--- src/rtl/gts_pkg.sv ---
`timescale 1ns / 1ps
`default_nettype none
// ----------------------------------------------------------------------------
// GPS track statistics package
// Widths, fixed-point constants and the CORDIC arctangent table.
// ----------------------------------------------------------------------------
package gts_pkg;

  localparam int GTS_CORDIC_STEPS = 32;

  localparam int ANG_W      = 34;
  localparam int MUL_W      = 32;
  localparam int DIV_NW     = 59;
  localparam int DIV_DW     = 39;
  localparam int ATAN_IDX_W = 6;
  localparam int RADIUS_W   = 23;

  localparam logic [31:0] PI_Q30       = 32'd3373259426;
  localparam logic [31:0] GAIN_INV_Q30 = 32'd652032874;
  localparam logic [31:0] ONE_Q30      = 32'd1073741824;
  localparam int          UDEG_HALF    = 180000000;
  localparam int          UDEG_QUARTER = 90000000;
  localparam int          UDEG_FULL    = 360000000;
  localparam int          DAY_SECONDS  = 86400;
  localparam int          SPEED_MAX    = 1000000;
  localparam int          RADIUS_RST   = 6371000;

  localparam logic [31:0] ATAN_Q30 [32] = '{
    32'h3243F6A8, 32'h1DAC6705, 32'h0FADBAFC, 32'h07F56EA6, 32'h03FEAB76, 32'h01FFD55B,
    32'h00FFFAAA, 32'h007FFF55, 32'h003FFFEA, 32'h001FFFFD, 32'h000FFFFF, 32'h0007FFFF,
    32'h0003FFFF, 32'h0001FFFF, 32'h0000FFFF, 32'h00007FFF, 32'h00003FFF, 32'h00001FFF,
    32'h00000FFF, 32'h000007FF, 32'h000003FF, 32'h000001FF, 32'h000000FF, 32'h0000007F,
    32'h0000003F, 32'h0000001F, 32'h0000000F, 32'h00000008, 32'h00000004, 32'h00000002,
    32'h00000001, 32'h00000000
  };

  function automatic logic [31:0] gts_atan(input logic [ATAN_IDX_W-1:0] idx);
    logic [31:0] a;
    a = '0;
    if (idx < ATAN_IDX_W'(32)) begin
      a = ATAN_Q30[idx[4:0]];
    end
    return a;
  endfunction

endpackage
`default_nettype wire

--- src/rtl/gts_div.sv ---
`timescale 1ns / 1ps
`default_nettype none
// ----------------------------------------------------------------------------
// Serial divider
// Restoring unsigned divider, one quotient bit per cycle.
// ----------------------------------------------------------------------------
module gts_div
  import gts_pkg::*;
#(
  parameter int NW = DIV_NW,
  parameter int DW = DIV_DW
) (
  input  wire logic           clk,
  input  wire logic           rst_n,
  input  wire logic           start,
  input  wire logic [NW-1:0]  dividend,
  input  wire logic [DW-1:0]  divisor,
  output logic                done,
  output logic [NW-1:0]       quotient,
  output logic [DW-1:0]       remainder
);

  localparam int CW = $clog2(NW);

  logic [NW-1:0] quo_r;
  logic [DW-1:0] rem_r;
  logic [DW-1:0] dvs_r;
  logic [CW-1:0] cnt_r;
  logic          busy_r;
  logic          done_r;
  logic [DW:0]   shifted;
  logic [DW+1:0] diff;
  logic          ge;

  assign shifted = {rem_r, quo_r[NW-1]};
  assign diff    = {1'b0, shifted} - {2'b00, dvs_r};
  assign ge      = !diff[DW+1];

  always_ff @(posedge clk) begin
    if (!rst_n) begin
      busy_r <= 1'b0;
      done_r <= 1'b0;
      cnt_r  <= '0;
    end else begin
      done_r <= 1'b0;
      if (start) begin
        quo_r  <= dividend;
        dvs_r  <= divisor;
        rem_r  <= '0;
        cnt_r  <= '0;
        busy_r <= 1'b1;
      end else if (busy_r) begin
        rem_r <= ge ? diff[DW-1:0] : shifted[DW-1:0];
        quo_r <= {quo_r[NW-2:0], ge};
        cnt_r <= cnt_r + 1'b1;
        if (cnt_r == CW'(NW - 1)) begin
          busy_r <= 1'b0;
          done_r <= 1'b1;
        end
      end
    end
  end

  assign done      = done_r;
  assign quotient  = quo_r;
  assign remainder = rem_r;

endmodule
`default_nettype wire

--- config.mk ---
export PLATFORM = sky130hd
export DESIGN_NAME = gts_div
export DESIGN_NICKNAME = d
export VERILOG_FILES = /design/src/rtl/gts_pkg.sv /design/src/rtl/gts_div.sv
export SDC_FILE = /design/constraint.sdc
export NUM_CORES = 1
export LEC_CHECK = 0
export BUFFER_PORTS_ARGS = -buffer_cell sky130_fd_sc_hd__buf_2
export CORE_ASPECT_RATIO = 1.4
export CORE_UTILIZATION = 56
export CTS_BUF_LIST = sky130_fd_sc_hd__clkbuf_8
export CTS_CLUSTER_SIZE = 20
export DETAILED_ROUTE_END_ITERATION = 10
export GPL_TIMING_DRIVEN = 0
export PLACE_DENSITY = 0.94
export REMOVE_ABC_BUFFERS = 1
export SYNTH_ARGS = -nofsm -noshare
export SYNTH_HDL_FRONTEND = slang
export SYNTH_SLANG_ARGS = --single-unit
--- constraint.sdc ---
create_clock -name clk -period 4 [get_ports clk]
set_input_delay 0.6 -clock clk [delete_from_list [all_inputs] [get_ports clk]]
set_output_delay 0.6 -clock clk [all_outputs]
set_load 0.02 [all_outputs]
* After elaboration in Yosys (flattened, before gate mapping)
Index checks and enable logic that the tools add are counted.
** Cells by class
- Eq/ne operators :: 1
- Bitwise logic cells :: 2
- Reduce and logical (&&, ||, !) cells :: 6
- Multiplexer cells :: 8
- Add/sub/neg operators :: 2
** Operators by type and width (number)
- 59-bit two-way mux :: 2
- 39-bit two-way mux :: 2
- 40-bit by 39-bit subtractor with 41-bit output :: 1
- 6-bit by 1-bit adder with 6-bit output, second input constant :: 1
- 6-bit equality test, second input constant :: 1
- 1-bit two-way mux :: 4
- 2-bit AND reduction :: 2
- 3-bit OR reduction :: 1
- 1-bit inverter :: 2
- 2-bit nonzero test :: 1
- 2-bit OR reduction :: 1
- 1-bit zero test :: 1
** Word-level totals
- Input port bits :: 101
- Output and inout bits :: 99
- Register bits after elaboration :: 145
- Logic and storage cells :: 25

* Longest topological paths before layout
- Depth in word-level cells :: 4
- Depth in mapped cells :: 13
- Mapped depth without buffers :: 11

* Worst setup path before layout
No wires, ideal clock.
- Path kind :: input-to-reg
- Start point :: input start
- End point :: register busy_r
- Arrival :: 3.533 ns
- Data required time :: 3.932 ns
- Path slack :: 0.399 ns
- Setup time :: 0.068 ns
- Stages on the path :: 3
- Buffers on the path :: 1
- Path through :: clkbuf_1 o21a_1 o41a_1
** Between the ends
- Cells in the longest elaborated chain, start to end :: 1
** Ends and longest elaborated chain
- from (decl) :: line gts_div.sv:15 : input wire logic start,
- 1-bit two-way mux :: line gts_div.sv:46 : if (start) begin
- to (signal assigned) :: line gts_div.sv:41 : busy_r <= 1'b0;
- to (signal assigned) :: line gts_div.sv:51 : busy_r <= 1'b1;
- to (signal assigned) :: line gts_div.sv:57 : busy_r <= 1'b0;
- to (decl) :: line gts_div.sv:29 : logic busy_r;
Every way passes these cells.
A chain may end at the register's enable or synchronous reset.

* Final worst setup path
- Start point :: register quo_r[58], in the netlist quotient[58]
- End point :: register rem_r[28], in the netlist remainder[28] (data pin)
** Between the ends
- Cells in the longest elaborated chain, start to end :: 3
** Ends and longest elaborated chain
- from (decl) :: line gts_div.sv:25 : logic [NW-1:0] quo_r;
- from (signal assigned) :: line gts_div.sv:47 : quo_r <= dividend;
- from (signal assigned) :: line gts_div.sv:54 : quo_r <= {quo_r[NW-2:0], ge};
- 40-bit by 39-bit subtractor with 41-bit output :: line gts_div.sv:36 : assign diff = {1'b0, shifted} - {2'b00, dvs_r};
- 39-bit two-way mux :: line gts_div.sv:53 : rem_r <= ge ? diff[DW-1:0] : shifted[DW-1:0];
- 39-bit two-way mux :: line gts_div.sv:52 : end else if (busy_r) begin
- to (signal assigned) :: line gts_div.sv:53
- to (decl) :: line gts_div.sv:26 : logic [DW-1:0] rem_r;
Every way passes these cells. The select of a mux whose other input is x is not followed.

==> results.cfg <==
[cts]
clock-root-buffer = clkbuf_8
path_clk_slew_ns = 0.09
numCtsBuffers = 17
holdBufCountCts = 0
cts_buffer_depth = 2
htree_num_levels = 4
cts.sinks = 145
clk_latency_ns = 0.47
cts_tree = yes

[power]
p_leak_nw = 4.12
p_total_mw = 4.29
peakVddDrop_mv = 0.236
powerDensity_mw_per_mm2 = 425

[timing]
fmax_ghz = 0.267
slew_headroom = 0.334
drv_slew = 0
finalSetupTns_ns = 0
clock_skew_ns = 0.0143
hold_viol_final = 0
rsz0062_at_grt = no
setup_ws_ns = 0.254
min_period_ns = 3.75
worst_pin_slew_ns = 0.999
finalCritPeriodShare = 0.936
setup_viol = 0
whs_ns = 0.307

[drt]
firstDrtPassIters = 5
wl_um = 22000
wl_per_cell_um = 19.0
viasPerCell = 6.12
drc = 0
drt-initial-drc-count = 490
ant_nets = 0
vias = 7106

[layout]
nNetsFinal = 1099
seqCellArea_mm2 = 0.00427
drive_gt1_frac = 0.323
multi_input_area_mm2 = 0.00388
fillers = 1169
post-route-util = 0.672
area_growth_pct = 18.1

[worst_setup_path]
required_ns = 4.31
cpPeakStageDelay_ns = 0.78
critical_path_class = register to register
critical_path.top_delay_family = compound AO/OA/AOI/OAI gates
cp_num_buf_inv = 1
startpoint_type = register
end_kind = register
worstPathArrival_ns = 4.05
slowest_stage = a21oi_2
cp_max_fo = 15
crit_chain = inv_1 -> ha_1 -> fa_1 -> nand2b_1 -> a21oi_1 -> o211ai_1 -> a211oi_2 -> o21ai_4 -> a21oi_2 -> o211ai_1 -> a21oi_1

[global_routing]
grt_use_total = 0.289
overflow = 0
grt.met3_usage = 0.0806
grt_use_met2 = 0.515
met1_usage = 0.305
antenna_found_initial = 2
grt_max_degree = 79
grt_pass1_wl_um = 35000
grt_pass1_vias = 7351
busiest_layer = met2

[placed_design]
place_congestion = 0.885
portBuffers = 199
dp_hpwl_um = 15600
place_ws_ns = -0.831

[die]
initial_utilization = 0.570
fp.dieH_um = 148
core.rowCount = 53
fp.coreArea_mm2 = 0.0150
ios = 200
die-area_mm2 = 0.0157
fp.dieW_um = 106

[logic_synthesis]
synth_top_cell_area_share = 0.482
yosys.area.top_type = edfxtp_1
synth_edf_count = 137
ys_warn_count = 0
yosys.cell_types.count = 70
ys_seq_area_frac = 0.501
syn_inst = 780
synth_area_mm2 = 0.00854
synth_area_leaders = edfxtp_1 (48%), mux2_2 (7.7%), ha_1 (6.0%)
synth_top_flop_cell = edfxtp_1
ys_async_sr_fraction = 0
syn_area_per_cell_um2 = 10.9
synth-seq-cells = 145

[min_path]
hold_path.class = input port to register

[run_status]
status = finished, final reports clean

[job]
cap_violations = 0
-- sequential cells by signal, indices dropped and copies added (netlist names) --
register and count:
cnt_r 6, quotient 59, dvs_r 39, done 1, remainder 39, busy_r 1
-- power breakdown --
part / leakage (nW) / total (mW) / internal, mW / switching [mW]
Clock: 0.192 / 1.14 / 0.510 / 0.633
Sequential: 1.37 / 1.89 / 1.82 / 0.0714
Combinational: 2.55 / 1.26 / 0.488 / 0.769
-- routing by layer --
| metal | wire length (µm) | up-vias |
|---|---|---|
| li1 | - | 3301 |
| met1 | 7970 | 3364 |
| met2 | 11400 | 371 |
| met3 | 1760 | 70 |
| met4 | 894 | 0 |
| met5 | 0 | - |
-- synth_stat cells, types with 3 or more instances --
cell	n
nand2_1	39
nor2_1	31
a31oi_1	10
buf_1	5
o31ai_1	3
buf_6	3
nand2b_1	5
o2111ai_1	3
nor3_1	16
inv_1	51
xnor2_1	15
edfxtp_1	137
nand4_1	20
a211o_1	5
dfxtp_1	8
o21ai_0	44
o21bai_1	6
a21oi_1	67
a211oi_1	5
o211ai_1	13
and4_1	3
a41oi_1	3
clkbuf_1	28
ha_1	41
buf_2	11
nand3_1	39
xor2_1	10
nor2b_1	7
a21o_1	18
o41ai_1	3
mux2_2	58
and3_1	7
o21a_1	11
or3_1	6
o22ai_1	3
-- worst reg2reg max path, delay by kind of cell (launching register included) --
kind	cells	cell delay, ns
AOI/OAI and AO/OA	7	2.26
adders and majority gates	2	0.69
buffers and inverters	1	0.06
DFF	1	0.39
and+or+nand+nor	1	0.20
-- final timing paths --
| path | from | endpoint | slack [ns] | depth (start not counted) |
|---|---|---|---|---|
| setup / recovery | quotient[58] | remainder[28] | 0.25 | 11 |
| hold / removal | divisor[0] | dvs_r[0] | 0.31 | 1 |
| setup reg to reg | quotient[58] | remainder[28] | 0.25 | 11 |
| hold reg to reg | cnt_r[5] | cnt_r[5] | 0.50 | 2 |
-- kinds of logic (layout without fill, tap and decap cells) --
family | Yosys count | in the layout | synth area share
AOI/OAI and AO/OA | 218 | 219 | 0.169
and+or+nand+nor | 191 | 191 | 0.117
DFF | 145 | 145 | 0.501
buffers and inverters | 101 | 288 | 0.0491
muxes | 58 | 58 | 0.0765
adders and majority gates | 42 | 42 | 0.0624
xor gates and xnor gates | 25 | 25 | 0.0257
other | 0 | 2 | 0
-- final cells by class --
type | instances | area share
antenna | 2 | 0.000497
clock buffer | 17 | 0.0232
multi-input combinational | 535 | 0.385
clock inverter | 14 | 0.0143
timing repair buffer | 204 | 0.109
inverter | 53 | 0.0197
sequential | 145 | 0.424
tap | 192 | 0.0238
-- cell usage in the layout (no fill, tap or decap), types with 3 or more instances in the layout --
cell type / synthesis / routed
nor2b_1: 7 / 6
inv_6: 0 / 7
a21o_1: 18 / 18
o22ai_1: 3 / 3
nand4_1: 20 / 20
a31oi_1: 10 / 10
ha_1: 41 / 41
dfxtp_1: 8 / 8
o41ai_1: 3 / 3
nor3_1: 16 / 16
clkbuf_8: 0 / 17
buf_16: 0 / 3
and4_1: 3 / 3
a211oi_1: 5 / 5
a211o_1: 5 / 5
buf_2: 11 / 198
o21bai_1: 6 / 6
and3_1: 7 / 7
o21a_1: 11 / 10
o2111ai_1: 3 / 3
or3_1: 6 / 6
edfxtp_1: 137 / 137
nand2_1: 39 / 39
o31ai_1: 3 / 3
a41oi_1: 3 / 3
o211ai_1: 13 / 13
a21oi_1: 67 / 67
mux2_2: 58 / 58
inv_1: 51 / 51
nand3_1: 39 / 39
nand2b_1: 5 / 4
nor2_1: 31 / 31
xor2_1: 10 / 10
o21ai_0: 44 / 44
xnor2_1: 15 / 15
-- through the flow --
stage	instances	area [µm²]
floorplan	732	8320
global placement	1123	9550
detailed placement	1127	9670
global route	1162	10100
CTS	1160	10100
finish	1162	10100
-- timing repair --
item	4_1_cts	5_1_grt
gates cloned	1	0
pin swaps	1	0
hold endpoints to repair	0	0
gates resized for setup	1	1
setup buffers	1	0
setup endpoints to repair	35	3
Note: power is estimated with default switching activity, not from simulation.
