**src/rtl/gts_pkg.sv**
```systemverilog
`timescale 1ns / 1ps
`default_nettype none
// ----------------------------------------------------------------------------
// GPS track statistics package
// Widths, fixed-point constants and the CORDIC arctangent table.
// ----------------------------------------------------------------------------
package gts_pkg;

  localparam int GTS_CORDIC_STEPS = 32;

  localparam int ANG_W      = 34;
  localparam int MUL_W      = 32;
  localparam int DIV_NW     = 59;
  localparam int DIV_DW     = 39;
  localparam int ATAN_IDX_W = 6;
  localparam int RADIUS_W   = 23;

  localparam logic [31:0] PI_Q30       = 32'd3373259426;
  localparam logic [31:0] GAIN_INV_Q30 = 32'd652032874;
  localparam logic [31:0] ONE_Q30      = 32'd1073741824;
  localparam int          UDEG_HALF    = 180000000;
  localparam int          UDEG_QUARTER = 90000000;
  localparam int          UDEG_FULL    = 360000000;
  localparam int          DAY_SECONDS  = 86400;
  localparam int          SPEED_MAX    = 1000000;
  localparam int          RADIUS_RST   = 6371000;

  localparam logic [31:0] ATAN_Q30 [32] = '{
    32'h3243F6A8, 32'h1DAC6705, 32'h0FADBAFC, 32'h07F56EA6, 32'h03FEAB76, 32'h01FFD55B,
    32'h00FFFAAA, 32'h007FFF55, 32'h003FFFEA, 32'h001FFFFD, 32'h000FFFFF, 32'h0007FFFF,
    32'h0003FFFF, 32'h0001FFFF, 32'h0000FFFF, 32'h00007FFF, 32'h00003FFF, 32'h00001FFF,
    32'h00000FFF, 32'h000007FF, 32'h000003FF, 32'h000001FF, 32'h000000FF, 32'h0000007F,
    32'h0000003F, 32'h0000001F, 32'h0000000F, 32'h00000008, 32'h00000004, 32'h00000002,
    32'h00000001, 32'h00000000
  };

  function automatic logic [31:0] gts_atan(input logic [ATAN_IDX_W-1:0] idx);
    logic [31:0] a;
    a = '0;
    if (idx < ATAN_IDX_W'(32)) begin
      a = ATAN_Q30[idx[4:0]];
    end
    return a;
  endfunction

endpackage
`default_nettype wire

```
**src/rtl/gts_mul.sv**
```systemverilog
`timescale 1ns / 1ps
`default_nettype none
// ----------------------------------------------------------------------------
// Serial multiplier
// Unsigned shift-and-add multiplier, one multiplier bit per cycle.
// ----------------------------------------------------------------------------
module gts_mul
  import gts_pkg::*;
#(
  parameter int W = MUL_W
) (
  input  wire logic           clk,
  input  wire logic           rst_n,
  input  wire logic           start,
  input  wire logic [W-1:0]   a,
  input  wire logic [W-1:0]   b,
  output logic                done,
  output logic [2*W-1:0]      product
);

  localparam int CW = $clog2(W);

  logic [W-1:0]   a_r;
  logic [2*W-1:0] p_r;
  logic [CW-1:0]  cnt_r;
  logic           busy_r;
  logic           done_r;
  logic [W:0]     sum;

  assign sum = {1'b0, p_r[2*W-1:W]} + (p_r[0] ? {1'b0, a_r} : {(W+1){1'b0}});

  always_ff @(posedge clk) begin
    if (!rst_n) begin
      busy_r <= 1'b0;
      done_r <= 1'b0;
      cnt_r  <= '0;
    end else begin
      done_r <= 1'b0;
      if (start) begin
        a_r    <= a;
        p_r    <= {{W{1'b0}}, b};
        cnt_r  <= '0;
        busy_r <= 1'b1;
      end else if (busy_r) begin
        p_r   <= {sum, p_r[W-1:1]};
        cnt_r <= cnt_r + 1'b1;
        if (cnt_r == CW'(W - 1)) begin
          busy_r <= 1'b0;
          done_r <= 1'b1;
        end
      end
    end
  end

  assign done    = done_r;
  assign product = p_r;

endmodule
`default_nettype wire

```
**config.mk**
```make
export PLATFORM = sky130hd
export DESIGN_NAME = gts_mul
export DESIGN_NICKNAME = d
export VERILOG_FILES = /design/src/rtl/gts_pkg.sv /design/src/rtl/gts_mul.sv
export SDC_FILE = /design/constraint.sdc
export NUM_CORES = 1
export LEC_CHECK = 0
export BUFFER_PORTS_ARGS = -buffer_cell sky130_fd_sc_hd__buf_2
export CORE_MARGIN = 2
export CORE_UTILIZATION = 40
export DETAILED_ROUTE_END_ITERATION = 12
export HOLD_SLACK_MARGIN = 0.02
export SETUP_SLACK_MARGIN = 0.1
export SYNTH_ARGS = -nofsm -noshare
export SYNTH_HDL_FRONTEND = slang
export SYNTH_SLANG_ARGS = --single-unit
```
**constraint.sdc**
```tcl
create_clock -name clk -period 4.3 [get_ports clk]
set_input_delay 0.86 -clock clk [delete_from_list [all_inputs] [get_ports clk]]
set_output_delay 0.86 -clock clk [all_outputs]
set_load 0.02 [all_outputs]
```
**Yosys cells after proc, flatten, opt, wreduce, memory -nomap -nowiden**

Cells that the tools add are included.

- Flip-flop bits (word level): 103
- Latch bits: 0
- RAM bits: 0
- Memory bits (read-only): 0
- Input bits: 67
- Output and inout bits: 65
- Memories kept: 0

- Add/sub/neg operators: 2
- $mul: 0
- Divide/modulo/power cells: 0
- $lt $le $gt $ge: 0
- Equal/unequal tests: 1
- Shift-type cells: 0
- Mux-type cells: 7
- Bitwise operators: 2
- Reduce and logical (&&, ||, !) cells: 5

Operator list:

| operator | number |
|---|---|
| $mux 32 | 2 |
| $mux 64 | 1 |
| $add 32x32->33 | 1 |
| $add 5x1->5 const B | 1 |
| $eq 5x5->1 const B | 1 |
| $mux 1 | 4 |
| $reduce_and 2->1 | 2 |
| $reduce_or 3->1 | 1 |
| $not 1->1 | 2 |
| $reduce_bool 2->1 | 1 |
| $reduce_or 2->1 | 1 |

**Depth between registers and ports, before layout**

Gate-level depths: netlist of the first run.

- Depth in word-level cells: 4
- Depth in mapped cells: 10
- Gate-level depth less buffers: 9

**Least setup slack after synthesis of the first run**

No wires, ideal clock.

- Path type: input port to flip-flop
- Start point: input start
- End point: register p_r[0], in the netlist product[0] (enable)
- Library setup time: 0.427 ns
- Arrival: 2.949 ns
- Slack: 0.924 ns
- Stages: 3
- Buffers on the path: 2
- Cells stage by stage: clkbuf_1 > clkbuf_1 > o21a_1

- Cells in the longest elaborated chain, start to end: 2

Ends and longest elaborated chain:

| what | RTL line | source |
|---|---|---|
| start, declared | gts_mul.sv:14 | `input wire logic start,` |
| $reduce_bool 2->1 (no line) | n/a |  |
| $reduce_and 2->1 (no line) | n/a |  |
| end signal, assigned | gts_mul.sv:41 | `p_r <= {{W{1'b0}}, b};` |
| end signal, assigned | gts_mul.sv:45 | `p_r <= {sum, p_r[W-1:1]};` |
| end, declared | gts_mul.sv:24 | `logic [2*W-1:0] p_r;` |

Every way passes these cells.
A chain may end at the register's enable or synchronous reset.

**Final worst setup path of the first run**

- Start point: register p_r[0], in the netlist product[0]
- End point: register p_r[47], in the netlist product[47], data pin

- Cells in the longest elaborated chain, start to end: 3

Ends and longest elaborated chain:

| what | RTL line | source |
|---|---|---|
| $mux 32 | gts_mul.sv:30 | `assign sum = {1'b0, p_r[2*W-1:W]} + (p_r[0] ? {1'b0, a_r} : {(W+1){1'b0}});` |
| $add 32x32->33 | gts_mul.sv:30 |  |
| $mux 64 | gts_mul.sv:44 | `end else if (busy_r) begin` |

Every way passes these cells. The select of a mux whose other input is x is not followed.

==> results of run 1 <==
[flip-flops by register name (all words and copies together), names as in the netlist]
name     count
busy_r       1
done         1
a_r         32
cnt_r        5
product     64
[layout make-up]
cell class,instances,area (um2),share of cell area
Timing Repair Buffer,136,693,0.0975
Clock inverter,7,95.1,0.0134
Tap cell,184,230,0.0324
Inverter,10,37.5,0.00528
Sequential cell,103,3020,0.425
Clock buffer,9,225,0.0317
Multi-Input combinational cell,387,2800,0.394
[cells by family (layout without fill, tap and decap cells)]
logic type,after synthesis,after routing,share of synthesized area
flops,103,103,0.503
simple gates,166,166,0.142
fa+ha+maj,35,35,0.0742
compound gates,124,124,0.143
buf+inv,35,162,0.0302
xor+xnor,19,19,0.0277
mux,43,43,0.0798
[power groups by stage]
stage	clock network (mW)	logic (mW)	registers, mW
finish	0.900	0.634	1.23
global route	0.947	0.699	1.24
CTS	0.919	0.634	1.23
detailed placement	0	0.631	1.25
global placement	0	0.621	1.25
floorplan	0	0.411	1.30
[synth_stat cells, types with 4 or more instances]
library cell / number / area, um2
dfxtp_1: 7 / 140
mux2i_1: 4 / 40.0
nor2_1: 43 / 161
o211ai_1: 5 / 37.5
nand4_1: 10 / 62.6
o21bai_1: 5 / 37.5
nor3_1: 13 / 65.1
o21a_1: 7 / 52.6
xor2_1: 5 / 43.8
clkbuf_1: 17 / 63.8
edfxtp_1: 96 / 2880
nor2b_1: 9 / 56.3
o21ai_0: 18 / 90.1
and2_1: 34 / 213
a21oi_1: 34 / 170
ha_1: 34 / 425
xnor2_1: 14 / 123
inv_1: 10 / 37.5
a211oi_1: 7 / 52.6
nand3_1: 11 / 55.1
mux2_2: 39 / 439
a21o_1: 12 / 90.1
a31oi_1: 8 / 50.1
nand2_1: 31 / 116
[worst max-delay path: stages (launching register included)]
cell and delay (ns):
edfxtp_1 0.62, and2_1 0.25, ha_1 0.22, fa_1 0.41
a21o_1 0.22, a221o_1 0.37, a21oi_4 0.23, a21oi_2 0.16
a311oi_2 0.34, mux2_2 0.38
[per-stage QoR]
stage	setup slack [ns]	cells	cell area, um2	utilization
after floorplan	0.924	525	6010	-
after global placement	0.958	820	6790	0.465
after detailed placement	0.862	820	6790	0.465
after CTS	0.841	836	7110	0.487
after global routing	0.704	836	7110	0.487
final	0.840	836	7110	0.487
[per-layer routing]
metal,global-route usage,up-vias
met5,0,-
met3,0.0725,19
met1,0.241,2167
li1,-,2221
met4,0.0485,2
met2,0.296,177
[worst paths after layout]
path,depth (start not counted),start,to,slack (ns)
hold reg to reg,2,cnt_r[4]$_SDFFE_PP0P_,cnt_r[4]$_SDFFE_PP0P_,0.51
setup / recovery,9,product[0]$_DFFE_PP_,product[47]$_SDFFCE_PP0P_,0.84
setup reg to reg,9,product[0]$_DFFE_PP_,product[47]$_SDFFCE_PP0P_,0.84
hold / removal,2,cnt_r[4]$_SDFFE_PP0P_,cnt_r[4]$_SDFFE_PP0P_,0.51
==> out/metrics.cfg, run 1 <==
[power]
pwr-share-seq = 0.445
switchingPower_uw = 852
comb_power_share = 0.229
vdd_drop_max_mv = 0.239
power.total_mw = 2.76
leakagePower_nw = 2.87
p_clk_frac = 0.325
p_per_area_mw_per_mm2 = 389
p_int_mw = 1.91
netSwitchingFraction = 0.308

[clock_tree]
clkTransAtPathRegs_ns = 0.08
cts_buffer_depth = 2
cts_made_buffers = 9
htreeDepth = 3
cts_tree = yes
cts.sinks = 103
post-cts-setup-buffers = 0
insertion_delay_ns = 0.37
hold_buffers = 0
cts_root_buf = clkbuf_16
cts_resized = 0

[job]
drv_cap = 0

[synth]
avgSynthCellArea_um2 = 11.4
syn_nets = 627
yosys_warnings = 0
synth_seq_area_share = 0.503
ys_types = 62
synthCells = 525
synth_edf_count = 96
ys.flop_type = edfxtp_1
ys_ff_latch = 103
syn_area_mm2 = 0.00601
synthArstFlopShare = 0

[sta]
slew_violations = 0
fmax_ghz = 0.289
tightest_slew_ns = 0.863
holdWs_ns = 0.513
final_hold_viol_count = 0
rsz0062_at_grt = false
fin_worst_skew_ns = 0.0112
tns_ns = 0
finalCritPeriodShare = 0.805
setup_viol = 0
period_minus_slack_ns = 3.46
relSlewSlack = 0.425

[routing]
dr_wl_met3_um = 1270
drc = 0
viasPerCell = 5.49
top_layer = met5
num_vias = 4586
routed-wl-met2_um = 6700
totalWireLength_um = 14800
first_pass_iters = 5
avgRoutedWirePerCell_um = 17.7
postRouteAntennaNets = 0
routedLengthMet1_um = 6620
drt_iter0_markers = 323

[global_routing]
antenna_found_initial = 1
grt_overflow = 0
grt_max_degree = 75
grt_pass1_wl_um = 23900
grt_usage = 0.187
grt_pass1_vias = 4629

[floorplanning]
start_util = 0.412
die_w_um = 127
rows = 44
ioPinCount = 132
die_y_um = 127
die_area_mm2 = 0.0160
core_region_area_mm2 = 0.0146

[cells_and_area]
antenna_cells = 0
syn2layout_area_growth_pct = 18.3
final_cell_mix = 131 x buf_2, 96 x edfxtp_1, 43 x nor2_1
layout-drive-gt1-share = 0.314
fillers = 1298
nets = 749
final_common_cell = buf_2

[setup_path]
critPathLaunchType = flip-flop
critPathKind = reg -> reg
arrival_ns = 3.57
crit_path_max_fanout = 20
critical_path_required_ns = 4.41
end_kind = flip-flop

[placed_design]
hpwl_um = 10700
place_congestion = 0.880
portBuffers = 131

[hold_path]
hold_path_class = reg -> reg

[run_status]
status = complete, no violations

Note: power is estimated with default switching activity, not from simulation.
==> run 2, diff against run 1 <==
- clock period: 4.3 -> 3.6 ns (I/O delays scaled with it)
==> run 2 against run 1 <==
Net effect:
- largest cell class unchanged
- flip-flop and latch count unchanged
- sequential share of layout area about the same
- wire length decreased by 0.93%
- cell area about the same
==> out/metrics.cfg, run 2 (synthesis results as in run 1) <==
[setup_path]
rr_startpoint = product[0]$_DFFE_PP_
crit_path_max_fanout = 32  ; +60%
critPathLaunchType = flip-flop
critical_path_required_ns = 3.71  ; -0.70 ns
r2r_end = product[47]$_SDFFCE_PP0P_
reg2regPathDepth = 9  ; unchanged
rrSetupSlack_ns = 0.44  ; -0.40 ns
arrival_ns = 3.28  ; -0.29 ns
end_kind = flip-flop
critPathKind = reg -> reg

[hold_path]
whs_endpoint = cnt_r[4]$_SDFFE_PP0P_
hold_depth = 2  ; unchanged
worstHoldStart = cnt_r[4]$_SDFFE_PP0P_
hold_path_class = reg -> reg

[cells_and_area]
syn2layout_area_growth_pct = 18.4  ; about the same
final_cell_mix = 131 x buf_2, 96 x edfxtp_1, 43 x nor2_1
largest_reg_flops = 64  ; unchanged
fin_cells = 838  ; +0.24%
nets = 751  ; +0.27%
fin_util = 0.487  ; about the same
final_common_cell = buf_2
layout-drive-gt1-share = 0.317  ; +0.00210
antenna_cells = 0  ; unchanged

[clock_tree]
cts.sinks = 103  ; unchanged
cts_root_buf = clkbuf_16
cts_buffer_depth = 2  ; unchanged
cts_made_buffers = 9  ; unchanged
hold_buffers = 0  ; unchanged
htreeDepth = 3  ; unchanged
cts_resized = 0  ; unchanged
post-cts-setup-buffers = 0  ; unchanged
clkTransAtPathRegs_ns = 0.08  ; about the same
cts_tree = yes
insertion_delay_ns = 0.37  ; about the same

[placed_design]
hpwl_um = 10700  ; -0.35%
place_congestion = 0.871  ; -1.0%
post-place-cells = 822  ; +0.24%
portBuffers = 131  ; unchanged

[power]
vdd_drop_max_mv = 0.249  ; +4.0%
leakagePower_nw = 2.88  ; +0.26%
p_per_area_mw_per_mm2 = 461  ; +19%

[routing]
totalWireLength_um = 14700  ; -0.93%
dr_wl_met3_um = 1260  ; -0.87%
drt_iter0_markers = 222  ; -31%
routed-wl-met2_um = 6590  ; -1.6%
drc = 0  ; unchanged
top_layer = met5
postRouteAntennaNets = 0  ; unchanged
first_pass_iters = 5  ; unchanged
routedLengthMet1_um = 6540  ; -1.2%
avgRoutedWirePerCell_um = 17.5  ; -1.2%
viasPerCell = 5.49  ; +0.15%
num_vias = 4604  ; +0.39%

[run_status]
status = complete, no violations

[global_routing]
grt_usage = 0.186  ; -0.000630
antenna_found_initial = 1  ; unchanged
grt_pass1_vias = 4700  ; +1.5%
grt_overflow = 0  ; unchanged
grt_max_degree = 35  ; -53%
grt_pass1_wl_um = 23700  ; -0.70%

[floorplanning]
ioPinCount = 132  ; unchanged
start_util = 0.412  ; unchanged
die_area_mm2 = 0.0160  ; unchanged
rows = 44  ; unchanged
core_region_area_mm2 = 0.0146  ; unchanged
die_w_um = 127  ; unchanged
die_y_um = 127  ; unchanged

[sta]
holdWs_ns = 0.524  ; +0.0108 ns
tightest_slew_ns = 0.655  ; -0.208 ns
period_minus_slack_ns = 3.16  ; -0.297 ns
rsz0062_at_grt = false
fin_worst_skew_ns = 0.0108  ; -0.000440 ns
slew_violations = 0  ; unchanged
relSlewSlack = 0.564  ; +0.139
finalCritPeriodShare = 0.879  ; +0.0740
setup_viol = 0  ; unchanged
fmax_ghz = 0.316  ; +9.4%
final_hold_viol_count = 0  ; unchanged
tns_ns = 0  ; unchanged

[job]
drv_cap = 0  ; unchanged

[run 2: cell types whose count changed in the layout (fill, tap and decap cells not counted)]
cell      before  now
clkinv_8       1    0
inv_6          2    3
clkinv_2       0    1
buf_4          5    7
clkinv_4       1    0
[run 2: worst max path at each step]
stage,from,endpoint,slack (ns),cells after the start
finish,product[0]$_DFFE_PP_,product[47]$_SDFFCE_PP0P_,0.44,9
detailed placement,product[0]$_DFFE_PP_,product[47]$_SDFFCE_PP0P_,0.44,9
global route,product[0]$_DFFE_PP_,product[47]$_SDFFCE_PP0P_,0.31,9
floorplan,start,product[0]$_DFFE_PP_,0.36,3
CTS,product[0]$_DFFE_PP_,product[47]$_SDFFCE_PP0P_,0.43,9
global placement,product[0]$_DFFE_PP_,product[47]$_SDFFCE_PP0P_,0.50,9
[run 2: metal layers]
layer / vias to the layer above / track usage
met1: 2169 / 0.243
met5: - / 0
met3: 21 / 0.0683
li1: 2233 / -
met2: 179 / 0.290
met4: 2 / 0.0601
[run 2: area by class of cell]
| class | count | area (um2) |
|---|---|---|
| clock buffer | 9 | 225 |
| clock inverter | 7 | 83.8 |
| fill | 1315 | 7480 |
| inverter | 10 | 37.5 |
| multi-input combinational | 387 | 2800 |
| sequential | 103 | 3020 |
| tap | 184 | 230 |
| timing repair buffer | 138 | 708 |
[run 2: critical path: stages (launching register included)]
cell      delay (ns)
edfxtp_1        0.38
buf_4           0.24
and2_1          0.21
fa_1            0.44
a21o_1          0.21
a221o_1         0.38
a21oi_4         0.23
a21oi_2         0.16
a311oi_2        0.32
mux2_2          0.35
[run 2: metrics by stage]
step / power (mW) / worst slack, ns / area (um2)
global route: 3.44 / 0.308 / 7110
CTS: 3.31 / 0.427 / 7110
finish: 3.28 / 0.437 / 7110
detailed placement: 2.25 / 0.444 / 6800
global placement: 2.24 / 0.501 / 6800
floorplan: 2.05 / 0.364 / 6010
[run 2: report_power, final]
| part | internal (mW) | leakage [nW] | switching, mW |
|---|---|---|---|
| combinational | 0.301 | 1.75 | 0.461 |
| clock | 0.556 | 0.155 | 0.493 |
| sequential | 1.42 | 0.975 | 0.0449 |
==> run 3, diff against run 2 <==
- GPL_ROUTABILITY_DRIVEN: unset -> 0
- GPL_TIMING_DRIVEN: unset -> 0
==> run 3 against run 2 <==
Net effect:
- clock power about the same
- combinational power grew 3.8%
- critical path type unchanged
- final cell count grew 2.4%
- count of clock-buffer cells in the layout increased by 2
- power is 0.66% higher
- fmax fell by 6.4%
- largest cell class unchanged
- critical endpoint is now product[53]$_SDFFCE_PP0P_
- highest routed layer unchanged
- sequential share of layout area shrank 0.86 points
- flip-flop and latch count unchanged
==> out/metrics.cfg, run 3 (synthesis results as in run 1) <==
[setup_path]
critical_path_required_ns = 3.71  ; about the same
crit_slowest_cell = edfxtp_1
rr_startpoint = product[0]$_DFFE_PP_
critPathKind = reg -> reg
cp-startpoint = product[0]$_DFFE_PP_
crit_path_max_fanout = 10  ; -69%
cp_num_buf_inv = 1  ; unchanged
arrival_ns = 3.49  ; +0.21 ns
end_kind = flip-flop
worstPathCellList = clkbuf_2, and2_1, fa_1, a21o_1, a221o_1, a21oi_4, nand3_1, a21boi_0, mux2_2
worst_path_largest_cell_delay_ns = 0.50  ; +0.06 ns
crit_family = compound AO/OA/AOI/OAI gates
critPathLaunchType = flip-flop

[floorplanning]
core_region_area_mm2 = 0.0146  ; unchanged
start_util = 0.412  ; unchanged
die_y_um = 127  ; unchanged
die_w_um = 127  ; unchanged
die_area_mm2 = 0.0160  ; unchanged
ioPinCount = 132  ; unchanged
rows = 44  ; unchanged

[clock_tree]
insertion_delay_ns = 0.36  ; about the same
cts_tree = yes
cts.sinks = 103  ; unchanged
cts_buffer_depth = 2  ; unchanged
cts_root_buf = clkbuf_16
cts_made_buffers = 9  ; unchanged
clkTransAtPathRegs_ns = 0.08  ; about the same
htreeDepth = 3  ; unchanged

[sta]
tightest_slew_ns = 0.831  ; +0.176 ns
fin_worst_skew_ns = 0.0117  ; +0.000898 ns
period_minus_slack_ns = 3.38  ; +0.217 ns
relSlewSlack = 0.446  ; -0.117
final_hold_viol_count = 0  ; unchanged
fmax_ghz = 0.296  ; -6.4%
setup_viol = 0  ; unchanged
setup_slack_ns = 0.220  ; -0.217 ns
rsz0062_at_grt = true
finalCritPeriodShare = 0.939  ; +0.0603
slew_violations = 0  ; unchanged

[routing]
drt_iter0_markers = 281  ; +27%
num_vias = 4692  ; +1.9%
postRouteAntennaNets = 0  ; unchanged
avgRoutedWirePerCell_um = 17.3  ; -0.91%
totalWireLength_um = 14900  ; +1.5%
drc = 0  ; unchanged
viasPerCell = 5.47  ; -0.46%
first_pass_iters = 5  ; unchanged

[cells_and_area]
final_cell_mix = 131 x buf_2, 96 x edfxtp_1, 43 x nor2_1
layout-drive-gt1-share = 0.313  ; -0.00346
antenna_cells = 0  ; unchanged
nets = 771  ; +2.7%
finalInstanceArea_mm2 = 0.00726  ; +2.1%
final_common_cell = buf_2
syn2layout_area_growth_pct = 20.8
fin_cells = 858  ; +2.4%
largest_reg_flops = 64  ; unchanged

[power]
p_per_area_mw_per_mm2 = 455  ; -1.4%
vdd_drop_max_mv = 0.236  ; -5.0%
leakagePower_nw = 2.93  ; +1.9%

[global_routing]
grt_overflow = 0  ; unchanged
grt_max_degree = 39  ; +11%
antenna_found_initial = 2  ; +1
grt_pass1_vias = 4840  ; +3.0%
grt_pass1_wl_um = 24500  ; +3.6%
grt_usage = 0.190  ; +0.00365

[placed_design]
hpwl_um = 10900  ; +2.0%
portBuffers = 131  ; unchanged
place_area_mm2 = 0.00692  ; +1.7%
pre_cts_ws_ns = -0.0881  ; -0.533 ns
post-place-cells = 841  ; +2.3%

[hold_path]
hold_path_class = in -> reg
worstHoldStart = a[6]

[job]
drv_cap = 0  ; unchanged

[run_status]
status = complete, no violations

==> run 3: changes by cell type in the layout (fill, tap and decap cells not counted), moves of 2 or more <==
cell / delta
clkbuf_8: +2
clkbuf_2: +3
inv_6: -2
buf_4: -5
buf_1: +4
clkbuf_1: +14
==> run 3: layout make-up <==
class                      instances  area, um2
inverter                          10       37.5
multi-input combinational        387       2820
tap                              184        230
buffer                            25        146
clock buffer                      11        264
sequential                       103       3020
fill                            1313       7330
timing repair buffer             133        683
clock inverter                     5       56.3
==> run 3: worst reg2reg max path: cells and delay by family, from the launching register on <==
family	cells	cell delay, ns
flip-flops	1	0.50
AO/OA/AOI/OAI	4	1.21
buffers and inverters	1	0.24
AND/OR/NAND/NOR	2	0.37
multiplexers	1	0.38
adder cells (fa/ha/maj)	1	0.44
==> run 3: worst paths after layout <==
path	end	slack (ns)	depth (start not counted)
setup / recovery	product[53]$_SDFFCE_PP0P_	0.22	9
hold / removal	a_r[6]$_DFFE_PP_	0.53	1
setup reg to reg	product[53]$_SDFFCE_PP0P_	0.22	9
hold reg to reg	cnt_r[4]$_SDFFE_PP0P_	0.54	2
==> run 3: through the flow <==
stage               utilization  setup TNS (ns)  hold WS, ns  total power, mW
floorplan                     -               0        0.467             2.05
global placement          0.472          -81.10        0.483             2.26
detailed placement        0.474           -2.66        0.510             2.27
CTS                       0.496               0        0.517             3.33
global route              0.497               0        0.519             3.45
finish                    0.497               0        0.529             3.30
==> run 3: power by group <==
group          leakage [nW]  total [mW]  switching [mW]  internal (mW)
registers             0.975        1.46          0.0427           1.42
clock network         0.158        1.05           0.495          0.551
logic                  1.80       0.791           0.472          0.319
==> run 3: timing repair <==
action                     CTS  global route
setup endpoints to repair    0             7
hold buffers                 0             0
resized for setup            0             6
setup buffers                0             1
==> run 3: metal layers <==
layer / wire length (um) / vias to the layer above / GRT usage
met5: 27 / - / 0
met4: 299 / 4 / 0.0614
met3: 1140 / 30 / 0.0565
met2: 6860 / 189 / 0.308
met1: 6560 / 2197 / 0.245
li1: - / 2272 / -
